==> src/design/sparse_matrix_band_wavefront_metrics_macros.svh <==
// ---------------------------------------------------------------------------
// Assertion macros for the band / wavefront metrics block
// Concurrent checks clocked on a rising edge and disabled while in reset.
// ---------------------------------------------------------------------------
`ifndef SPARSE_MATRIX_BAND_WAVEFRONT_METRICS_MACROS_SVH
`define SPARSE_MATRIX_BAND_WAVEFRONT_METRICS_MACROS_SVH

// Same-cycle implication: cons must hold whenever ante holds.
`define SMBW_ASSERT_IMPL(lbl, clk_s, rst_s, ante, cons, msg) \
	lbl: assert property (@(posedge clk_s) disable iff (!rst_s) (ante) |-> (cons)) \
		else $error(msg);

// Next-cycle implication: cons must hold in the cycle after ante holds.
`define SMBW_ASSERT_NEXT(lbl, clk_s, rst_s, ante, cons, msg) \
	lbl: assert property (@(posedge clk_s) disable iff (!rst_s) (ante) |=> (cons)) \
		else $error(msg);

`endif

==> src/design/smbw_pkg.sv <==
// ---------------------------------------------------------------------------
// smbw_pkg
// Widths, word types and constants shared by the band / wavefront metrics
// block, its result queue and its stream interface users.
// ---------------------------------------------------------------------------
package smbw_pkg;

	localparam int MAX_NODES_DEF = 65536;

	localparam int IDX_W   = 16;
	localparam int DIST_W  = 16;
	localparam int FRONT_W = 17;
	localparam int PROF_W  = 32;
	localparam int SQ_W    = 49;
	localparam int PROD_W  = 2 * FRONT_W;

	localparam logic [FRONT_W-1:0] FRONT_CAP = FRONT_W'(65536);
	localparam logic [SQ_W-1:0]    SQ_CAP    = {SQ_W{1'b1}};

	// Result queue depth covers the issue-to-pop latency at full rate.
	localparam int FIFO_DEPTH = 8;
	localparam int CRED_W     = $clog2(FIFO_DEPTH + 1);

	typedef struct packed {
		logic [IDX_W-1:0] row_index;
		logic [IDX_W-1:0] column_index;
		logic             column_valid;
		logic             row_end;
	} item_t;

	typedef struct packed {
		logic [IDX_W-1:0]   row_echo;
		logic [FRONT_W-1:0] row_wavefront;
		logic [FRONT_W-1:0] max_wavefront;
		logic [DIST_W-1:0]  bandwidth_so_far;
		logic [PROF_W-1:0]  profile_so_far;
		logic [SQ_W-1:0]    wavefront_square_sum;
	} result_t;

	// One bitmap access: a column mark or a row-end check.
	typedef struct packed {
		logic              is_row;
		logic [IDX_W-1:0]  idx;
		logic [DIST_W-1:0] span;
	} op_t;

	typedef enum logic [1:0] {
		ST_CLEAR = 2'b01,
		ST_RUN   = 2'b10
	} state_t;

endpackage

==> src/design/smbw_stream_if.sv <==
// ---------------------------------------------------------------------------
// smbw_stream_if
// Valid/ready stream channel carrying one payload word per handshake.
// ---------------------------------------------------------------------------
interface smbw_stream_if #(
	parameter type payload_t = logic
);
	logic     valid;
	logic     ready;
	payload_t data;

	modport source (output valid, output data, input ready);
	modport sink   (input valid, input data, output ready);
endinterface

==> src/design/smbw_fifo.sv <==
// ---------------------------------------------------------------------------
// smbw_fifo
// Small result queue that decouples the metrics pipeline from the result
// sink. Overflow is prevented upstream by a credit count.
// ---------------------------------------------------------------------------
module smbw_fifo #(
	parameter int DEPTH = smbw_pkg::FIFO_DEPTH
) (
	input  logic                clk,
	input  logic                arst_n,
	input  logic                push,
	input  smbw_pkg::result_t   push_data,
	smbw_stream_if.source       results
);
	localparam int PW = $clog2(DEPTH);
	localparam int CW = $clog2(DEPTH + 1);

	smbw_pkg::result_t mem_q [DEPTH];
	logic [PW-1:0]     wr_ptr_q;
	logic [PW-1:0]     rd_ptr_q;
	logic [CW-1:0]     cnt_q;
	logic              pop;

	assign results.valid = (cnt_q != '0);
	assign results.data  = mem_q[rd_ptr_q];
	assign pop           = results.valid && results.ready;

	always_ff @(posedge clk) begin
		if (push) begin
			mem_q[wr_ptr_q] <= push_data;
		end
	end

	always_ff @(posedge clk or negedge arst_n) begin
		if (!arst_n) begin
			wr_ptr_q <= '0;
			rd_ptr_q <= '0;
			cnt_q    <= '0;
		end else begin
			if (push) begin
				wr_ptr_q <= (wr_ptr_q == PW'(DEPTH - 1)) ? '0 : wr_ptr_q + PW'(1);
			end
			if (pop) begin
				rd_ptr_q <= (rd_ptr_q == PW'(DEPTH - 1)) ? '0 : rd_ptr_q + PW'(1);
			end
			if (push && !pop) begin
				cnt_q <= cnt_q + CW'(1);
			end else if (pop && !push) begin
				cnt_q <= cnt_q - CW'(1);
			end
		end
	end
endmodule

==> src/flat_wrapper.sv <==
// flat-port wrapper written by rule: the top's interface ports become plain ports
module smbw_fifo_flat 
#(
	parameter int DEPTH = smbw_pkg::FIFO_DEPTH
)
  (clk, arst_n, push, push_data, results_valid, results_data, results_ready);
  smbw_stream_if results_i ();
  input  logic clk;
  input  logic arst_n;
  input  logic push;
  input  smbw_pkg::result_t push_data;
  output wire logic [$bits(results_i.valid)-1:0] results_valid;
  output wire logic [$bits(results_i.data)-1:0] results_data;
  input wire logic [$bits(results_i.ready)-1:0] results_ready;
  assign results_valid = results_i.valid;
  assign results_data = results_i.data;
  assign results_i.ready = results_ready;
  smbw_fifo #(.DEPTH(DEPTH)) u_core (.clk(clk), .arst_n(arst_n), .push(push), .push_data(push_data), .results(results_i));
endmodule
==> config.mk <==
export PLATFORM = sky130hd
export DESIGN_NAME = smbw_fifo_flat
export DESIGN_NICKNAME = d
export VERILOG_FILES = /design/src/design/sparse_matrix_band_wavefront_metrics_macros.svh /design/src/design/smbw_pkg.sv /design/src/design/smbw_stream_if.sv /design/src/design/smbw_fifo.sv /design/src/flat_wrapper.sv
export SDC_FILE = /design/constraint.sdc
export NUM_CORES = 1
export LEC_CHECK = 0
export ABC_AREA = 1
export BUFFER_PORTS_ARGS = -buffer_cell sky130_fd_sc_hd__buf_2
export CORE_MARGIN = 2
export CORE_UTILIZATION = 28
export DETAILED_ROUTE_END_ITERATION = 8
export PLACE_DENSITY = 0.84
export SLEW_MARGIN = 20
export SYNTH_ARGS = -nofsm -noshare
export SYNTH_HDL_FRONTEND = slang
export SYNTH_SLANG_ARGS = --single-unit
export TNS_END_PERCENT = 30
==> constraint.sdc <==
create_clock -name clk -period 2.4 [get_ports clk]
set_input_delay 0.12 -clock clk [delete_from_list [all_inputs] [get_ports clk]]
set_output_delay 0.12 -clock clk [all_outputs]
set_load 0.02 [all_outputs]
* Word-level counts from Yosys, hierarchy flattened *
Memories as Yosys holds them, arrays and structs flattened.
Cells that the tools add are included.

word-level totals
  bits in registers = 10
  memory bits (writable) = 1176
  input port bits = 151
  output and inout port bits = 2
  word-level logic and storage cells = 23
  memories = 1

operators by class
  $add $sub $neg = 4
  equal/unequal tests = 2
  muxes and demuxes = 6
  reduce and logical (&&, ||, !) cells = 7

memories
  name          words  bits a word  read ports  clocked after memory_dff  wr ports  RTL line         source
  u_core.mem_q  8      147          1           0                         1         smbw_fifo.sv:18  smbw_pkg::result_t mem_q [DEPTH];

operator list
  operator                                                             number
  4-bit two-way mux                                                    2
  3-bit by 1-bit adder with 3-bit output (second input constant)       2
  3-bit equality test (second input constant)                          2
  3-bit two-way mux                                                    2
  4-bit by 1-bit adder with 4-bit output (second input constant)       1
  4-bit nonzero test                                                   1
  4-bit by 1-bit subtractor with 4-bit output (second input constant)  1
  1-bit logical AND                                                    3
  1-bit logical NOT                                                    2
  1-bit two-way mux                                                    2
  2-bit nonzero test                                                   1

* Depth between registers and ports, before layout *
  depth after elaboration = 5
  depth in mapped cells = 11
  depth with buffers taken out = 11

* Worst setup path before layout *
No wires, ideal clock.

  path type = flip-flop to flip-flop
  start point = reg u_core.cnt_q[1]
  end point = reg u_core.cnt_q[3]
  setup time = 117 ps
  data arrival time = 1672 ps
  required time = 2283 ps
  path slack = 611 ps
  cell stages (with the launch flop) = 11
  buffers on the path = 0
  period minus slack after synthesis = 1789 ps
  path through = dfrtp_1 > nor2_1 > nand2_2 > nand2_4 > ha_1 > inv_1 > ha_1 > a21oi_1 > nand3_1 > nand3_1 > nand2_1

between the ends
  cells in the longest elaborated chain, start to end = 5
  elaborated cells on any way between the ends = 10
  those cells by class = 2 x add/sub; 2 x mux; 6 x reduce/logical

RTL lines
  what                                                            RTL line            source
  start, declared                                                 smbw_fifo.sv:21     logic [CW-1:0] cnt_q;
  start signal, assigned                                          smbw_fifo.sv:47     cnt_q <= cnt_q + CW'(1);
  start signal, assigned                                          smbw_fifo.sv:49     cnt_q <= cnt_q - CW'(1);
  4-bit nonzero test *                                            smbw_fifo.sv:24     assign results.valid = (cnt_q != '0);
  via results_valid                                               flat_wrapper.sv:12  output wire logic [$bits(results_i.valid)-1:0] results_valid;
  1-bit logical AND *                                             smbw_fifo.sv:26     assign pop = results.valid && results.ready;
  1-bit logical NOT                                               smbw_fifo.sv:46     if (push && !pop) begin
  1-bit logical AND                                               smbw_fifo.sv:46
  4-bit two-way mux / 2-bit nonzero test (equally long branches)  n/a

Mark *: on every way through the listed nets, which the timed path passes. The rest lies on a longest branch. The select of a mux whose other input is x is not followed.
A chain may end at the register's enable or synchronous reset.

* Worst setup path after layout *
  start point = reg u_core.cnt_q[1]
  end point = reg u_core.cnt_q[3]

between the ends
  cells in the longest elaborated chain, start to end = 5
  elaborated cells on any way between the ends = 10
  those cells by class = 2 x add/sub; 2 x mux; 6 x reduce/logical

RTL lines
  what
  branches (longest 5 deep; another with 4-bit by 1-bit subtractor with 4-bit output)

Parallel ways; which one is timed is not known. The select of a mux whose other input is x is not followed.

==> summary.txt <==
RR Endpoint -> u_core.cnt_q[3]
Synth cell types -> 16
Die Footprint -> 3830 µm²
#FFs+latches synth -> 18
CP Launch Type -> flip-flop
Post-synth ARST share -> 55.6%
Leakage Power -> 0.000490 µW
PwrDens -> 1110 nW/µm²
Mean Syn Cell Area -> 8.94 µm²
Total number of yosys warnings -> 0
Area Overhead vs Synth -> 13.2%
Initial Util -> 28.6%
Setup Crit Path Kind -> flip-flop to flip-flop
Final Hold Viols -> 0
Commonest cells in the netlist -> nand2_1, nor2_1, dfrtp_1, inv_1, edfxtp_1
Ys flop type -> dfrtp_1
Worst flop-to-flop path startpoint -> u_core.cnt_q[1]
RSZ-0062 raised after global routing -> false
Post-Place Cells -> 157
Clock Skew -> 0.00560 ns
Routability Congestion -> 0.790
Share of cells above drive strength 1 -> 12.1%
Post-Layout Inst Area -> 1060 µm²
Xor/xnor share of the synthesized area -> 1.87%
Hpwl dp -> 1120 µm
Clock Tree Root -> clkbuf_4
Number of global-route vias before repair -> 644
Netlist Area Pre-Place -> 938 µm²
Highest cell delay on the worst timing path -> 0.44 ns
Sequential cell area -> 490 µm²
Simple-gate share of the synthesized area -> 23.6%
Total CTS buffers -> 3
Area fraction of the dominant cell type after synthesis -> 26.7%
Top cell type by total area after synthesis -> dfrtp_1
Switching portion of total power -> 41.6%
Syn nets -> 264
Row cnt -> 21
Core box area -> 3280 µm²
Routed Antenna Nets -> 0
Worst R2R Path Depth -> 10
Peak supply drop -> 460 µV
Main combinational cell family by area after synthesis -> simple AND/OR/NAND/NOR gates
Top area cells in the synthesized netlist -> dfrtp_1, edfxtp_1, nand2_1, ha_1, nor2_1
Hold Crit Depth -> 1
Ratio of final minimum period to clock period -> 79.2%
H-tree lvl count -> 1
Via density -> 4.06
Mux cell area share after synthesis -> 0%
Setup bufs post-CTS -> 0
Crit-path max FO -> 7
Max-slew violations -> 0
Skew-Pair Late Insertion Delay -> 0.29 ns
Hold Path Sink -> u_core.mem_q[2][0]
WP buf/inv -> 1
Ant. Diodes -> 0
Global route overflow -> 0
Slew @ Worst Pin -> 0.236 ns
Worst R2R Setup Slack -> 0.50 ns
DRT Pass-1 Iters -> 4
IO Port Bufs -> 6
Via count -> 657
Filler Cell Count -> 349
Chip width -> 61.9 µm
Layout Cells excl Fill -> 162
Crit-path leading delay family -> simple AND/OR/NAND/NOR gates
Status -> finished clean
Post-synthesis sequential area ratio -> 52.3%
CP Cell Sequence -> nor2_1, nand2_2, nand2_4, ha_1, inv_1, ha_1, a21oi_1, nand3_1, nand3_1, nand2_1
Nets -> 276
Global-route wire length before repair -> 2500 µm
CTS Buffer Depth -> 2
Placed cell area -> 1030 µm²
CP Data Required Time -> 2.59 ns
Largest net degree at the start of global routing -> 11
Worst hold path type -> primary input to flip-flop
Antenna violations before repair -> 0
DIE HEIGHT -> 61.9 µm
Logic pwr share -> 42.9%
Cts hold-fix bufs -> 1
Clock transition at the registers of the reported paths -> 0.10 ns
Ports -> 153
Compound-Gate Fraction of Synth Area -> 6.40%
MaxCap Viol Count -> 0
DRC Markers -> 0
Num Clock Sinks -> 18
Slew headroom -> 84.3%
Worst path arrival time -> 2.09 ns
Area of the multi-input gates -> 407 µm²
Final setup viols -> 0
CP max-delay cell -> dfrtp_1
P_int -> 688 µW
GR Util All Layers -> 8.72%
Synth Instances -> 105
Tmin final -> 1.90 ns
Aggregate negative setup slack -> 0 ns
Utilization after layout -> 32.3%
Clock power share -> 12.8%
Sequential Power Share -> 44.2%
Top-count cell post-synth -> nand2_1
CTS tree -> done
Tot Pwr -> 1180 µW
Adder-Cell Fraction of Synth Area -> 11.5%
Wire per inst -> 8.84 µm
Hold_sp -> push_data[0]
WL final -> 1430 µm
First DRT Iteration DRCs -> 11
Critical Path Sink Type -> flip-flop
Upper clock frequency limit -> 526 MHz
Stages on worst setup path -> 10
Net load switching power -> 490 µW
PostCTS Resize Cnt -> 0
Number of synthesized flops with an enable pin -> 8
## sequential cells by signal (all words and copies together), names as in the netlist
name / flops
u_core.mem_q: 8
u_core.cnt_q: 4
u_core.rd_ptr_q: 3
u_core.wr_ptr_q: 3
## area by class of cell
| class | instances | share of cell area, % |
|---|---|---|
| Inverter | 11 | 3.89 |
| Clock buffer | 3 | 2.12 |
| Multi-Input combinational cell | 76 | 38.3 |
| Timing Repair Buffer | 7 | 3.77 |
| Tap cell | 46 | 5.42 |
| Sequential cell | 18 | 46.2 |
| Clock inverter | 1 | 0.353 |
## routing by layer
| metal | part of all wire (%) | up-vias | track usage (%) |
|---|---|---|---|
| met1 | 48 | 288 | 11.0 |
| met3 | 2.9 | 2 | 1.24 |
| met4 | 0.70 | 0 | 3.65 |
| met5 | 0 | - | 0 |
| met2 | 48 | 9 | 14.9 |
| li1 | - | 358 | - |
## placed cells by master (no fill, tap or decap)
master	count
clkbuf_4	3
o21ai_0	7
dfrtp_1	10
xnor2_1	2
buf_2	6
nor2_1	16
nor2_2	1
o21ai_1	3
inv_2	1
clkinv_1	1
nand2_1	31
nand2_4	1
fa_1	1
nand3_1	3
nand2_2	2
dlygate4sd3_1	1
a21oi_1	2
edfxtp_1	8
ha_1	7
inv_1	10
## worst max-delay path by stage
stage / endpoint / slack [ns] / from
finish: u_core.cnt_q[3] / 0.50 / u_core.cnt_q[1]
global route: u_core.cnt_q[3] / 0.35 / u_core.cnt_q[1]
CTS: u_core.cnt_q[3] / 0.49 / u_core.cnt_q[0]
detailed placement: u_core.cnt_q[3] / 0.52 / u_core.cnt_q[1]
global placement: u_core.cnt_q[3] / 0.55 / u_core.cnt_q[1]
floorplan: u_core.cnt_q[3] / 0.61 / u_core.cnt_q[1]
## worst register-to-register path: stages, from the launching register on
cell and delay (ns):
dfrtp_1 0.44, nor2_1 0.15, nand2_2 0.09, nand2_4 0.09
ha_1 0.18, inv_1 0.10, ha_1 0.33, a21oi_1 0.19
nand3_1 0.09, nand3_1 0.10, nand2_1 0.05
## stage by stage
step | setup slack (ns) | hold WS (ns)
floorplan | 0.611 | -0.176
global placement | 0.551 | -0.0125
detailed placement | 0.524 | -0.00645
CTS | 0.493 | 0.0809
global route | 0.346 | 0.104
finish | 0.498 | 0.103
## power groups by stage
stage | logic, µW | registers (µW) | clock network (µW)
after floorplan | 408 | 505 | 0
after global placement | 484 | 527 | 0
after detailed placement | 506 | 530 | 0
after CTS | 514 | 523 | 154
after global routing | 600 | 538 | 167
final | 506 | 521 | 151
## cell families after synthesis
family	Yosys count
compound gates	12
xor+xnor	2
fa+ha+maj	8
buf+inv	11
flops	18
simple gates	54
(Power assumes the default switching activity.)
